`config.mk`:
```
export PLATFORM = sky130hd
export DESIGN_NAME = udp_ipv4_ethernet_header_builder
export DESIGN_NICKNAME = d
export VERILOG_FILES = /design/src/udphb_pkg.sv /design/src/udphb_front.sv /design/src/udphb_queue.sv /design/src/udphb_back.sv /design/src/udp_ipv4_ethernet_header_builder.sv
export SDC_FILE = /design/constraint.sdc
export NUM_CORES = 1
export LEC_CHECK = 0
export ABC_AREA = 0
export ABC_CLOCK_PERIOD_IN_PS = 11100
export BUFFER_PORTS_ARGS = -buffer_cell sky130_fd_sc_hd__buf_2
export CAP_MARGIN = 20
export CORE_ASPECT_RATIO = 1.75
export CORE_MARGIN = 2
export CORE_UTILIZATION = 30
export DETAILED_ROUTE_END_ITERATION = 6
export GPL_TIMING_DRIVEN = 0
export SYNTH_ARGS = -nofsm -noshare
export SYNTH_HDL_FRONTEND = slang
export SYNTH_SLANG_ARGS = --single-unit
export TNS_END_PERCENT = 50
```
`constraint.sdc`:
```
create_clock -name clk -period 11.1 [get_ports clk]
set_input_delay 1.665 -clock clk [delete_from_list [all_inputs] [get_ports clk]]
set_output_delay 1.665 -clock clk [all_outputs]
set_load 0.03 [all_outputs]
```
`src/udphb_pkg.sv`:
```
// Shared types and constants for the Ethernet/IPv4/UDP header builder.
// Used by every module under src; no dependencies.
package udphb_pkg;

  // Header layout
  localparam int unsigned HDR_WORDS   = 21;
  localparam int unsigned WORD_IDX_W  = 5;
  localparam int unsigned CFG_DATA_W  = 48;
  localparam int unsigned CFG_INDEX_W = 3;
  localparam int unsigned QUEUE_DEPTH = 2;

  // Fixed IPv4 header words
  localparam logic [15:0] IP_VER_IHL_TOS = 16'h4500;
  localparam logic [15:0] IP_IDENT       = 16'd54321;
  localparam logic [15:0] IP_FLAGS_FRAG  = 16'h0000;
  localparam logic [15:0] IP_TTL_PROTO   = 16'h4011;
  localparam logic [15:0] UDP_HDR_LEN    = 16'd8;
  localparam logic [15:0] UDP_CSUM       = 16'h0000;

  localparam logic [15:0] ETHER_TYPE_RESET = 16'h0800;

  // Configuration register indexes
  typedef enum logic [CFG_INDEX_W-1:0] {
    REG_DEST_MAC   = 3'd0,
    REG_SRC_MAC    = 3'd1,
    REG_ETHER_TYPE = 3'd2,
    REG_SRC_IP     = 3'd3,
    REG_DEST_IP    = 3'd4,
    REG_SRC_PORT   = 3'd5,
    REG_DEST_PORT  = 3'd6
  } cfg_reg_t;

  typedef struct packed {
    logic [47:0] dest_mac_addr;
    logic [47:0] src_mac_addr;
    logic [15:0] ether_type_value;
    logic [31:0] src_ip_addr;
    logic [31:0] dest_ip_addr;
    logic [15:0] src_udp_port;
    logic [15:0] dest_udp_port;
  } cfg_t;

  // Request item
  typedef struct packed {
    logic [15:0] ip_total_length;
    logic [15:0] udp_payload_length;
  } req_t;

  // Result item
  typedef struct packed {
    logic [15:0] header_word;
    logic        last_word;
  } hdr_t;

  // Per-packet fields worked out by the front end
  typedef struct packed {
    logic [15:0] total_len;
    logic [15:0] ip_csum;
    logic [15:0] udp_len;
  } entry_t;

endpackage

```
`src/udphb_front.sv`:
```
// Front end of the header builder: takes a request item, works out the
// IPv4 checksum and UDP length, and pushes an entry into the queue.
// Depends on udphb_pkg.
module udphb_front (
  input  logic               req_valid,
  output logic               req_ready,
  input  udphb_pkg::req_t    req,
  input  udphb_pkg::cfg_t    cfg,
  input  logic               queue_full,
  output logic               push,
  output udphb_pkg::entry_t  push_entry
);

  logic [19:0] sum;
  logic [16:0] fold1;
  logic [16:0] fold2;

  assign req_ready = !queue_full;
  assign push      = req_valid && req_ready;

  // Ones' complement sum of the IPv4 header words, checksum taken as zero
  always_comb begin
    sum = 20'(udphb_pkg::IP_VER_IHL_TOS) + 20'(udphb_pkg::IP_IDENT)
        + 20'(udphb_pkg::IP_FLAGS_FRAG) + 20'(udphb_pkg::IP_TTL_PROTO)
        + 20'(req.ip_total_length)
        + 20'(cfg.src_ip_addr[31:16]) + 20'(cfg.src_ip_addr[15:0])
        + 20'(cfg.dest_ip_addr[31:16]) + 20'(cfg.dest_ip_addr[15:0]);
    fold1 = 17'(sum[15:0]) + 17'(sum[19:16]);
    fold2 = 17'(fold1[15:0]) + 17'(fold1[16]);
  end

  always_comb begin
    push_entry.total_len = req.ip_total_length;
    push_entry.ip_csum   = ~fold2[15:0];
    push_entry.udp_len   = req.udp_payload_length + udphb_pkg::UDP_HDR_LEN;
  end

endmodule

```
`src/udphb_queue.sv`:
```
// Short queue of per-packet entries between the front and back ends.
// Depends on udphb_pkg.
module udphb_queue #(
  parameter int unsigned DEPTH = udphb_pkg::QUEUE_DEPTH
) (
  input  logic               clk,
  input  logic               rst,
  input  logic               push,
  input  udphb_pkg::entry_t  push_entry,
  input  logic               pop,
  output logic               full,
  output logic               not_empty,
  output udphb_pkg::entry_t  head
);

  localparam int unsigned PTR_W = (DEPTH > 1) ? $clog2(DEPTH) : 1;
  localparam int unsigned CNT_W = $clog2(DEPTH + 1);
  localparam logic [PTR_W-1:0] PTR_LAST = PTR_W'(DEPTH - 1);
  localparam logic [CNT_W-1:0] CNT_FULL = CNT_W'(DEPTH);

  udphb_pkg::entry_t slots [DEPTH];
  logic [PTR_W-1:0] wr_ptr;
  logic [PTR_W-1:0] rd_ptr;
  logic [CNT_W-1:0] count;

  assign full      = (count == CNT_FULL);
  assign not_empty = (count != '0);
  assign head      = slots[rd_ptr];

  // Entry storage
  always_ff @(posedge clk) begin
    if (push) begin
      slots[wr_ptr] <= push_entry;
    end
  end

  // Pointers and fill count
  always_ff @(posedge clk) begin
    if (rst) begin
      wr_ptr <= '0;
      rd_ptr <= '0;
      count  <= '0;
    end else begin
      if (push) begin
        wr_ptr <= (wr_ptr == PTR_LAST) ? '0 : wr_ptr + 1'b1;
      end
      if (pop) begin
        rd_ptr <= (rd_ptr == PTR_LAST) ? '0 : rd_ptr + 1'b1;
      end
      priority if (push && !pop) begin
        count <= count + 1'b1;
      end else if (pop && !push) begin
        count <= count - 1'b1;
      end
    end
  end

  a_count_bound: assert property (@(posedge clk) disable iff (rst)
    count <= CNT_FULL) else $error("queue count above depth");

  a_no_overflow: assert property (@(posedge clk) disable iff (rst)
    push |-> !full) else $error("push into full queue");

  a_no_underflow: assert property (@(posedge clk) disable iff (rst)
    pop |-> not_empty) else $error("pop from empty queue");

endmodule

```
`src/udphb_back.sv`:
```
// Back end of the header builder: walks the 21 header words of the entry
// at the queue head into a registered output. Depends on udphb_pkg.
module udphb_back (
  input  logic               clk,
  input  logic               rst,
  input  udphb_pkg::cfg_t    cfg,
  input  logic               entry_valid,
  input  udphb_pkg::entry_t  entry,
  output logic               pop,
  output logic               hdr_valid,
  input  logic               hdr_ready,
  output udphb_pkg::hdr_t    hdr
);

  localparam logic [udphb_pkg::WORD_IDX_W-1:0] IDX_LAST =
    udphb_pkg::WORD_IDX_W'(udphb_pkg::HDR_WORDS - 1);

  logic [udphb_pkg::WORD_IDX_W-1:0] idx;
  logic        emit;
  logic        at_last;
  logic [15:0] word;

  assign at_last = (idx == IDX_LAST);
  assign emit    = entry_valid && (!hdr_valid || hdr_ready);
  assign pop     = emit && at_last;

  // Word select in transmit order
  always_comb begin
    unique case (idx)
      5'd0:    word = cfg.dest_mac_addr[47:32];
      5'd1:    word = cfg.dest_mac_addr[31:16];
      5'd2:    word = cfg.dest_mac_addr[15:0];
      5'd3:    word = cfg.src_mac_addr[47:32];
      5'd4:    word = cfg.src_mac_addr[31:16];
      5'd5:    word = cfg.src_mac_addr[15:0];
      5'd6:    word = cfg.ether_type_value;
      5'd7:    word = udphb_pkg::IP_VER_IHL_TOS;
      5'd8:    word = entry.total_len;
      5'd9:    word = udphb_pkg::IP_IDENT;
      5'd10:   word = udphb_pkg::IP_FLAGS_FRAG;
      5'd11:   word = udphb_pkg::IP_TTL_PROTO;
      5'd12:   word = entry.ip_csum;
      5'd13:   word = cfg.src_ip_addr[31:16];
      5'd14:   word = cfg.src_ip_addr[15:0];
      5'd15:   word = cfg.dest_ip_addr[31:16];
      5'd16:   word = cfg.dest_ip_addr[15:0];
      5'd17:   word = cfg.src_udp_port;
      5'd18:   word = cfg.dest_udp_port;
      5'd19:   word = entry.udp_len;
      5'd20:   word = udphb_pkg::UDP_CSUM;
      default: word = '0;
    endcase
  end

  // Word counter
  always_ff @(posedge clk) begin
    if (rst) begin
      idx <= '0;
    end else if (emit) begin
      idx <= at_last ? '0 : idx + 1'b1;
    end
  end

  // Output register
  always_ff @(posedge clk) begin
    if (rst) begin
      hdr_valid <= 1'b0;
    end else if (emit) begin
      hdr_valid <= 1'b1;
    end else if (hdr_ready) begin
      hdr_valid <= 1'b0;
    end
  end

  always_ff @(posedge clk) begin
    if (emit) begin
      hdr.header_word <= word;
      hdr.last_word   <= at_last;
    end
  end

  a_idx_bound: assert property (@(posedge clk) disable iff (rst)
    idx <= IDX_LAST) else $error("word index past end of header");

  a_last_flag: assert property (@(posedge clk) disable iff (rst)
    emit |=> (hdr.last_word == (idx == '0))) else $error("last flag out of step");

  a_idle_hold: assert property (@(posedge clk) disable iff (rst)
    !entry_valid |=> $stable(idx)) else $error("index moved with no entry");

endmodule

```
`src/udp_ipv4_ethernet_header_builder.sv`:
```
// Top level of the Ethernet/IPv4/UDP header builder: configuration
// registers, front end, entry queue and back end.
// Depends on udphb_pkg, udphb_front, udphb_queue and udphb_back.
//
// Usage:
//   req channel (req_valid/req_ready/req): one item per packet, carrying
//   the IPv4 total length and the UDP payload length.
//   hdr channel (hdr_valid/hdr_ready/hdr): 21 items per packet, the
//   42-byte header as big-endian 16-bit words; last_word marks the 21st.
//   Configuration: cfg_we/cfg_index/cfg_data write one register per
//   cycle (0 dest MAC, 1 src MAC, 2 EtherType, 3 src IP, 4 dest IP,
//   5 src port, 6 dest port); index 7 is ignored. Write only while idle.
// Path: a request item is written into the entry queue; its first word then
//   passes through the back end's output register.
// Throughput: one header word per cycle while hdr_ready stays high. The queue
//   (QUEUE_DEPTH entries) takes further requests while a header is still
//   being sent.
// Reset: queue emptied, no word pending, registers back to their reset
//   values (all zero, EtherType 0x0800).
// Stall: a low hdr_ready holds the current word; the back end stops and
//   req_ready drops once the queue is full.
module udp_ipv4_ethernet_header_builder #(
  parameter int unsigned QUEUE_DEPTH = udphb_pkg::QUEUE_DEPTH
) (
  input  logic                             clk,
  input  logic                             rst,
  input  logic                             req_valid,
  output logic                             req_ready,
  input  udphb_pkg::req_t                  req,
  output logic                             hdr_valid,
  input  logic                             hdr_ready,
  output udphb_pkg::hdr_t                  hdr,
  input  logic                             cfg_we,
  input  logic [udphb_pkg::CFG_INDEX_W-1:0] cfg_index,
  input  logic [udphb_pkg::CFG_DATA_W-1:0]  cfg_data
);

  udphb_pkg::cfg_t   cfg;
  udphb_pkg::entry_t push_entry;
  udphb_pkg::entry_t head;
  logic push;
  logic pop;
  logic queue_full;
  logic queue_not_empty;

  // Configuration registers
  always_ff @(posedge clk) begin
    if (rst) begin
      cfg.dest_mac_addr    <= '0;
      cfg.src_mac_addr     <= '0;
      cfg.ether_type_value <= udphb_pkg::ETHER_TYPE_RESET;
      cfg.src_ip_addr      <= '0;
      cfg.dest_ip_addr     <= '0;
      cfg.src_udp_port     <= '0;
      cfg.dest_udp_port    <= '0;
    end else if (cfg_we) begin
      unique case (cfg_index)
        udphb_pkg::REG_DEST_MAC:   cfg.dest_mac_addr    <= cfg_data;
        udphb_pkg::REG_SRC_MAC:    cfg.src_mac_addr     <= cfg_data;
        udphb_pkg::REG_ETHER_TYPE: cfg.ether_type_value <= cfg_data[15:0];
        udphb_pkg::REG_SRC_IP:     cfg.src_ip_addr      <= cfg_data[31:0];
        udphb_pkg::REG_DEST_IP:    cfg.dest_ip_addr     <= cfg_data[31:0];
        udphb_pkg::REG_SRC_PORT:   cfg.src_udp_port     <= cfg_data[15:0];
        udphb_pkg::REG_DEST_PORT:  cfg.dest_udp_port    <= cfg_data[15:0];
        default: ;
      endcase
    end
  end

  udphb_front u_front (
    .req_valid  (req_valid),
    .req_ready  (req_ready),
    .req        (req),
    .cfg        (cfg),
    .queue_full (queue_full),
    .push       (push),
    .push_entry (push_entry)
  );

  udphb_queue #(
    .DEPTH (QUEUE_DEPTH)
  ) u_queue (
    .clk        (clk),
    .rst        (rst),
    .push       (push),
    .push_entry (push_entry),
    .pop        (pop),
    .full       (queue_full),
    .not_empty  (queue_not_empty),
    .head       (head)
  );

  udphb_back u_back (
    .clk         (clk),
    .rst         (rst),
    .cfg         (cfg),
    .entry_valid (queue_not_empty),
    .entry       (head),
    .pop         (pop),
    .hdr_valid   (hdr_valid),
    .hdr_ready   (hdr_ready),
    .hdr         (hdr)
  );

endmodule

```
# ---- Yosys cells after proc, flatten, opt, wreduce, memory -nomap -nowiden
# Memory sizes are Yosys's and may differ from the RTL's. A register that Yosys moved wholly into a read port is not among the register bits.
# Cells that the tools add are included.
dict set report word_totals {
  ff_bits 235
  ramBits 96
  output_inout_bits 19
  n_memories 1
}
dict set report classes {
  reduce_logical 22
  bitwise_logic 1
  addsub 13
  eq_ne 26
  muxes 12
}
# name words width read_ports rd_ports_with_merged_regs write_ports line
set memory_table {}
lappend memory_table {u_queue.slots 2 48 1 1 1 udphb_queue.sv:21} ;# udphb_pkg::entry_t slots [DEPTH];
# op count
set op_table {}
lappend op_table {{16-bit one-hot mux with 19 select lines} 1}
lappend op_table {{20-bit by 16-bit adder with 20-bit output} 4}
lappend op_table {{5-bit by 4-bit equality test with 1-bit output (second input constant)} 7}
lappend op_table {{5-bit equality test (second input constant)} 5}
lappend op_table {{5-bit by 3-bit equality test with 1-bit output (second input constant)} 4}
lappend op_table {{17-bit by 16-bit adder with 18-bit output (first input constant)} 1}
lappend op_table {{16-bit by 4-bit adder with 17-bit output} 1}
lappend op_table {{16-bit by 1-bit adder with 16-bit output} 1}
lappend op_table {{16-bit by 4-bit adder with 16-bit output (second input constant)} 1}
lappend op_table {{16-bit inverter} 1}
lappend op_table {{2-bit AND reduction} 7}
lappend op_table {{5-bit by 2-bit equality test with 1-bit output (second input constant)} 2}
lappend op_table {{3-bit equality test (second input constant)} 3}
lappend op_table {{1-bit two-way mux} 8}
lappend op_table {{3-bit by 2-bit equality test with 1-bit output (second input constant)} 2}
lappend op_table {{2-bit nonzero test} 3}
lappend op_table {{5-bit by 1-bit adder with 5-bit output (second input constant)} 1}
lappend op_table {{5-bit by 1-bit equality test with 1-bit output (second input constant)} 1}
lappend op_table {{1-bit logical AND} 5}
lappend op_table {{5-bit logical NOT} 1}
lappend op_table {{5-bit two-way mux} 1}
lappend op_table {{1-bit logical NOT} 4}
lappend op_table {{2-bit two-way mux} 2}
lappend op_table {{3-bit by 1-bit equality test with 1-bit output (second input constant)} 1}
lappend op_table {{other kinds (6)} 7}

# ---- Depth between registers and ports, before layout
# Gate-level depths: netlist of run 1.
dict set report depth {
  word_depth 8
  mapped_depth 37
  mapped_depth_nobuf 37
}

# ---- Cells and area by module
# Synthesis of run 1 repeated with hierarchy kept, for this count alone.
dict set report unflattened {
  hier_cells 1708
  hier_area_um2 18447.7
}
# module area_each_um2 n_inst cells_each seq_area_each_um2
set modules_own_cells {}
lappend modules_own_cells {udp_ipv4_ethernet_header_builder 8214.1 1 738 4164.0}
lappend modules_own_cells {udphb_queue 3673.5 1 171 2982.9}
lappend modules_own_cells {udphb_front 3524.6 1 456 0.0}
lappend modules_own_cells {udphb_back 3035.4 1 343 630.6}

# ---- Worst setup path after synthesis of run 1
# Ideal clock, no wire load.
dict set report synth_timing {
  kind {input -> register}
  from {input req[19] (netlist name)}
  to {memory u_queue.slots[0][26] (netlist name), data pin}
  required_time_ns 10.832
  path_buffers 0
  stages 33
  slack_ns 2.137
  arrival_time_ns 8.695
  path_cell_list {and3_1 and3_1 o21a_1 xnor2_1 fa_1 fa_1 inv_1 fa_1 inv_1 ha_1 and3_2 a31oi_2 o21ai_0 a21o_1 a21o_1 xor2_1 ha_1 inv_1 fa_1 nand2b_1 a21oi_1 and3_4 nand4_2 nor2_1 nand3b_1 nor3_1 ha_1 ha_1 nand3_1 or3_4 or3_4 a21boi_2 xnor2_1}
}
# item line
set synth_rtl {}
lappend synth_rtl {{start: declaration} udp_ipv4_ethernet_header_builder.sv:29} ;# input udphb_pkg::req_t req,
lappend synth_rtl {{end: declaration} udphb_queue.sv:21}

==> results of run 1 <==
[cells in the final DEF (no fill, tap or decap), drive strengths merged, types with 5 or more instances in the layout]
| master | count |
|---|---|
| inv | 82 |
| edfxtp | 113 |
| a21o | 14 |
| xnor2 | 39 |
| nand2 | 480 |
| and3 | 23 |
| nand4 | 13 |
| dfxtp | 219 |
| nor2 | 63 |
| a222oi | 7 |
| buf | 115 |
| xor2 | 26 |
| a221oi | 34 |
| a22oi | 33 |
| fa | 48 |
| clkbuf | 120 |
| clkinv | 12 |
| nand2b | 13 |
| ha | 37 |
| a21oi | 234 |
| a211oi | 8 |
| o21ai | 40 |
| clkinvlp | 7 |
| mux2i | 49 |
| or2 | 5 |
| o22ai | 6 |
| nand3 | 29 |
| nor3 | 9 |
[flip-flops by register name, summed over array words and instances, names as in the netlist, named ones only]
| register | count |
|---|---|
| u_queue.wr_ptr | 1 |
| u_queue.count | 2 |
| u_back.hdr_valid | 1 |
| u_back.idx | 5 |
| u_queue.rd_ptr | 1 |
| u_back.hdr | 17 |
| u_queue.slots | 96 |
| cfg | 208 |
[final cells by class]
type,instances,area (um^2)
clock inverters,19,104
plain buffers,93,368
well taps,690,863
diodes,3,7.51
flip-flops and latches,332,7780
fillers,5554,35400
multi-input cells,1268,7940
inverters,82,308
clock buffers,33,741
repair buffers,110,606
[power groups by stage]
stage | Sequential, mW | Combinational, mW | Clock, mW
2_1_floorplan | 1.43 | 0.327 | 0
5_1_grt | 1.39 | 0.619 | 1.01
3_5_place_dp | 1.41 | 0.567 | 0
3_3_place_gp | 1.42 | 0.554 | 0
4_1_cts | 1.39 | 0.572 | 0.968
6_report | 1.39 | 0.574 | 0.960
[per-stage QoR]
step	hold slack (ns)	cells	setup slack, ns	util, %	cell area, um^2
floorplan	0.433	1775	2.14	-	16400
global placement	0.441	2570	-0.0653	32.8	17800
detailed placement	0.447	2575	-0.172	33.0	17900
CTS	0.456	2627	0.369	34.5	18700
global route	0.469	2627	0.132	34.5	18700
finish	0.455	2630	0.559	34.6	18700
[worst reg2reg max path, delay by kind of cell, from the launching register on]
family | cells | cell delay [ns]
flops | 1 | 0.43
fa+ha+maj | 8 | 3.08
buf+inv | 4 | 0.24
compound gates | 8 | 1.92
simple gates | 12 | 2.71
xor+xnor | 2 | 0.33
[logic make-up after synthesis]
family                   count (synthesis)
buffers and inverters                  175
adder cells (fa/ha/maj)                 85
AND/OR/NAND/NOR                        656
multiplexers                            49
XOR/XNOR                                65
flip-flops                             332
AO/OA/AOI/OAI                          413
[per-layer routing]
| layer | share of wire, % | global-route usage, % | vias to the layer above |
|---|---|---|---|
| met1 | 32 | 22.7 | 6606 |
| met5 | 0.12 | 0 | - |
| li1 | - | - | 6398 |
| met3 | 6.7 | 3.71 | 241 |
| met2 | 52 | 41.9 | 641 |
| met4 | 9.0 | 17.9 | 14 |
[timing repair]
| action | CTS | global route |
|---|---|---|
| endpoints found under the hold margin | 0 | 0 |
| resized for setup | 0 | 1 |
| hold buffers | 0 | 0 |
| endpoints found under the setup margin | 0 | 2 |
[worst paths after layout]
check	cells past startpoint	to
worst min-delay path	2	cfg[109]
worst min register to register	2	cfg[109]
worst max register to register	34	u_queue.slots[1][30]
worst max-delay path	36	u_queue.slots[1][30]
==> out/results.tsv, run 1 <==
stage	metric	value	unit
setup_path	crit_buf_inv	4	
hold_path	timing.hold.worst.class	reg2reg	
synthesis	synth_area_in_simple_gates	17.1	%
setup_path	worst_setup_path_end_kind	register	
placement	hpwl_after_dpl	52100	um
synthesis	postSynthNetCount	1948	
route	firstDrtPassIters	5	
synthesis	synth_top_flop_cell	dfxtp_1	
grt	first_global_vias	14105	
setup_path	critical_path_arrival	10.84	ns
synthesis	synth_top_cells_by_count	nand2_1, a21oi_1, dfxtp_1, edfxtp_1, clkbuf_1	
pwr	netSwitchingPower	0.918	mW
synthesis	syn-instance-count	1775	
synthesis	synth-seq-cells	332	
clocking	clk_pin_slew	0.07	ns
timing	number_of_failing_hold_endpoints_at_the_final_stage	0	
pwr	post-layout-total-power	2.92	mW
setup_path	max_stage_delay	0.54	ns
grt	track_usage	22.8	%
clocking	postCtsSetupRepairBufs	0	
synthesis	yosysSeqAreaShare	47.5	%
die	die_height	313	um
die	core_area	54200	um^2
clocking	cts.root.buffer_cell	clkbuf_16	
clocking	htree_num_levels	1	
synthesis	multiplexer_fraction_of_the_synthesized_cell_area	3.00	%
timing	worst_slew_pin_slew	1.18	ns
timing	max_freq	0.0949	GHz
timing	finalClockSkew	0.0225	ns
route	vias	13900	
grt	pin_count_of_the_biggest_net_entering_global_routing	36	
placement	gp_routability_congestion	0.985	
synthesis	yosysTopAreaCell	dfxtp_1	
setup_path	worst-path-max-fanout	9	
pwr	ir_worst_vdd	0.0000901	V
die	dieWidth	181	um
die	fp.dieArea	56500	um^2
setup_path	critPathKind	in2reg	
setup_path	dominant_cell_type_by_count_on_the_critical_path	ha_1	
clocking	clock_sink_count	332	
clocking	cts_buffer_depth	3	
timing	setup_repair_after_global_routing_missed_its_margin	no	
clocking	worst_skew_pair_latency	0.60	ns
timing	setup_viol	0	
run_status	outcome	finished, final reports clean	
route	total_drc_errors_in_the_routed_layout	0	
pwr	seqPwrFrac	47.5	%
pwr	power.density	156	nW/um^2
hold_path	timing.hold.worst.start	cfg[109]	
synthesis	synth-async-reset-ratio	0	%
synthesis	synth_enable_flop_cells	113	
setup_path	r2r_setup_slack	2.10	ns
grt	grt_pass1_wl	94000	um
pwr	sw_frac_of_total	31.4	%
synthesis	largest_family_of_logic_cells_by_synthesized_area	simple AND/OR/NAND/NOR gates	
synthesis	post_synth_fa_ha_maj_area_fraction	8.70	%
route	wire_per_inst	24.9	um
die	pin_count	107	
synthesis	synth_cell_type_count	82	
clocking	cts_buffers	28	
setup_path	r2r_start	cfg[49]	
final_layout	areaGrowthSynthToFinish	14.3	%
synthesis	fraction_of_the_mapped_netlist_area_in_compound_gates	15.8	%
timing	final_max_slew_viol_count	0	
route	drt_wl_total	65600	um
grt	antenna_violations_before_repair	10	
pwr	comb_power_share	19.7	%
pwr	p_int	2.00	mW
placement	port-buffer-count	105	
timing	min_clock_period_post_route	10.54	ns
setup_path	crit_start	req[17]	
synthesis	netlist_top_cells_area	dfxtp_1, edfxtp_1, nand2_1	
final_layout	drive_above_1_share	10.3	%
timing	finalCritPeriodShare	95.0	%
setup_path	critical_path.top_delay_family	adder cells	
setup_path	timing.critical_path.slowest_stage_cell	fa_1	
synthesis	yosys.area_share.xor_xnor	3.78	%
pwr	leakagePower	6.57	nW
timing	setup-tns-final	0	ns
clocking	cts_tree	yes	
synthesis	synth_top_area_share	26.8	%
synthesis	netlist_area	16400	um^2
synthesis	post_synth.cell_area_avg	9.22	um^2
die	total_number_of_placement_rows	113	
route	vias_per_cell	5.29	
setup_path	worst_setup_path_start_kind	input port	
die	floorplan.initialDensity	30.2	%
grt	grt_remaining_overflow	0	
route	postRouteAntennaNets	0	
route	dr.first_iter.drc_count	1148	
synthesis	synthMostInstantiatedCell	nand2_1	
run	timing.max_cap.violations	0	
setup_path	timing.critical_path.required	11.40	ns
pwr	relative_contribution_of_the_clock_network_to_total_power	32.9	%
synthesis	synth-warning-count	0	
timing	max-slew-margin-rel	21.1	%
final_layout	nNetsFinal	2088	
No activity file was read; power rests on OpenSTA's default activity.
==> inputs of run 2 (changes only) <==
CORE_UTILIZATION = 60   (was 30)
PLACE_DENSITY = 0.79   (was not set)
==> run 2 against run 1 <==
Combinational power shrank 3%. Final cell count shrank 14%. Global-route usage up 17 points. Power increased by 4.3%. Register-to-register slack got worse by 0.12 ns. First-iteration DRC count is 29% higher. Sequential cell count stayed put. Highest routed layer is now met4. Critical path depth is the same. Non-clock buffer count did not move. Clock skew up 0.0038 ns.
==> out/results.tsv, run 2 (synthesis gave the netlist of run 1 again) <==
stage	metric	value	unit	change
run_status	outcome	finished, final reports clean		
hold_path	timing.hold.worst.start	cfg[191]		
timing	timing.final.ws_setup	0.570	ns	+0.0108 ns
timing	setup_viol	0		unchanged
route	drt_wl_total	57400	um	-13%
setup_path	critPathKind	in2reg		
grt	pin_count_of_the_biggest_net_entering_global_routing	37		+2.8%
clocking	postCtsSetupRepairBufs	0		unchanged
route	total_drc_errors_in_the_routed_layout	0		unchanged
final_layout	top_regs	cfg: 208 flops, u_queue.slots: 96 flops, u_back.hdr: 17 flops		
die	floorplan.initialDensity	60.6	%	+30 points
die	pin_count	107		unchanged
pwr	ir_worst_vdd	0.000139	V	+54%
grt	track_usage	40.3	%	+17 points
die	total_number_of_placement_rows	80		-29%
timing	final_max_slew_viol_count	0		unchanged
setup_path	worst_setup_path_start_kind	input port		
final_layout	max_flop_register	cfg		
hold_path	timing.hold.worst.class	reg2reg		
clocking	worst_skew_pair_latency	0.59	ns	about the same
timing	setup_repair_after_global_routing_missed_its_margin	no		
setup_path	max_stage_delay	0.61	ns	+0.07 ns
grt	grt_remaining_overflow	0		unchanged
setup_path	capture_point_of_the_critical_path	u_queue.slots[1][30]		
setup_path	critical_path_arrival	10.84	ns	about the same
route	postRouteAntennaNets	0		unchanged
placement	hpwl_after_dpl	44600	um	-14%
placement	port-buffer-count	105		unchanged
final_layout	post-route-util	68.2	%	+34 points
route	wire_per_inst	25.3	um	+1.4%
pwr	power.density	165	nW/um^2	+5.8%
clocking	htree_num_levels	1		unchanged
grt	grt_pass1_wl	84300	um	-10%
timing	worst_slew_pin_slew	1.14	ns	-0.0439 ns
die	dieWidth	129	um	-29%
die	core_area	27000	um^2	-50%
final_layout	nNetsFinal	2090		+0.096%
timing	number_of_failing_hold_endpoints_at_the_final_stage	0		unchanged
pwr	leakagePower	6.68	nW	+1.7%
route	dr.first_iter.drc_count	1481		+29%
route	vias	14058		+1.1%
final_layout	drive_above_1_share	10.5	%	+0.18 points
clocking	cts_tree	yes		
setup_path	timing.critical_path.slowest_stage_cell	nor3_1		
setup_path	r2r_start	cfg[49]		
timing	max_freq	0.0950	GHz	+0.10%
clocking	cts.hold.buffers_added	0		unchanged
setup_path	r2r_setup_slack	1.98	ns	-0.12 ns
timing	finalClockSkew	0.0263	ns	+0.00378 ns
placement	gp_routability_congestion	1.05		+6.5%
clocking	cts_buffer_depth	3		unchanged
die	fp.dieArea	28700	um^2	-49%
final_layout	largest_register_ff_count	208		unchanged
setup_path	timing.critical_path.required	11.41	ns	about the same
timing	finalCritPeriodShare	94.9	%	-0.097 points
clocking	clk_pin_slew	0.07	ns	about the same
placement	post-place-ws	-0.0239	ns	+0.148 ns
die	die_height	223	um	-29%
clocking	cts_buffers	30		+7.1%
timing	max-slew-margin-rel	24.3	%	+3.2 points
final_layout	layout_commonest_cell	nand2_1		
setup_path	dominant_cell_type_by_count_on_the_critical_path	ha_1		
setup_path	worst_r2r_path_depth	34		unchanged
final_layout	areaGrowthSynthToFinish	12.6	%	
setup_path	crit_start	req[17]		
clocking	cts.root.buffer_cell	clkbuf_16		
grt	antenna_violations_before_repair	1		-9
timing	min_clock_period_post_route	10.53	ns	-0.0108 ns
final_layout	mostFrequentLayoutCells	nand2_1, a21oi_1, dfxtp_1		
clocking	clock_sink_count	332		unchanged
grt	first_global_vias	14096		-0.064%
run	timing.max_cap.violations	0		unchanged
route	firstDrtPassIters	7		+2
route	vias_per_cell	6.19		+17%
clocking	post_cts_resized	0		unchanged
setup_path	r2r-end	u_queue.slots[1][30]		
setup_path	worst-path-max-fanout	9		unchanged
setup_path	worst_setup_path_end_kind	register		
final_layout	nFillCells	2211		-60%
-- run 2: where the power goes --
| group | switching (mW) | internal [mW] | total, mW | leakage [nW] |
|---|---|---|---|---|
| Sequential | 0.0318 | 1.35 | 1.39 | 2.84 |
| Clock | 0.472 | 0.630 | 1.10 | 0.515 |
| Combinational | 0.386 | 0.171 | 0.557 | 3.33 |
| Total | 0.890 | 2.16 | 3.05 | 6.68 |
-- run 2: how the worst min path moves through the flow --
stage               endpoint  slack [ns]  cells past startpoint
CTS                 cfg[164]        0.46                      2
finish              cfg[191]        0.45                      2
global route        cfg[180]        0.47                      2
detailed placement  cfg[164]        0.45                      2
global placement    cfg[144]        0.44                      2
floorplan           cfg[144]        0.43                      2
-- run 2: worst max-delay path, delay by kind of cell --
kind,cells,cell delay [ns]
buf+inv,4,0.33
fa+ha+maj,9,3.28
xor+xnor,3,0.70
compound gates,10,2.26
simple gates,10,2.59
-- run 2: metal layers --
layer | routed length [um] | track usage [%] | part of all wire, %
met1 | 19000 | 44.2 | 33
met2 | 27300 | 65.6 | 48
met3 | 4710 | 6.41 | 8.2
met4 | 6380 | 36.7 | 11
met5 | 0 | 0 | 0
-- run 2: per-stage QoR --
stage | std cells | cell area, um^2 | TNS (ns) | power [mW] | hold slack [ns]
after global placement | 2208 | 17300 | 0 | 1.94 | 0.441
after global routing | 2270 | 18400 | 0 | 3.14 | 0.470
after detailed placement | 2212 | 17400 | -0.0477 | 1.96 | 0.446
after floorplan | 1775 | 16400 | 0 | 1.76 | 0.433
after CTS | 2268 | 18400 | 0 | 3.04 | 0.455
final | 2270 | 18400 | 0 | 3.05 | 0.455
-- run 2: final cells by class --
class / instances / area (um^2) / area share, %
antenna: 1 / 2.50 / 0.0136
buffer: 93 / 367 / 1.99
clock buffer: 45 / 898 / 4.87
clock inverter: 11 / 146 / 0.794
inverter: 82 / 308 / 1.67
multi-input combinational: 1268 / 7930 / 43.0
sequential: 332 / 7780 / 42.2
tap: 328 / 410 / 2.23
timing repair buffer: 110 / 599 / 3.25
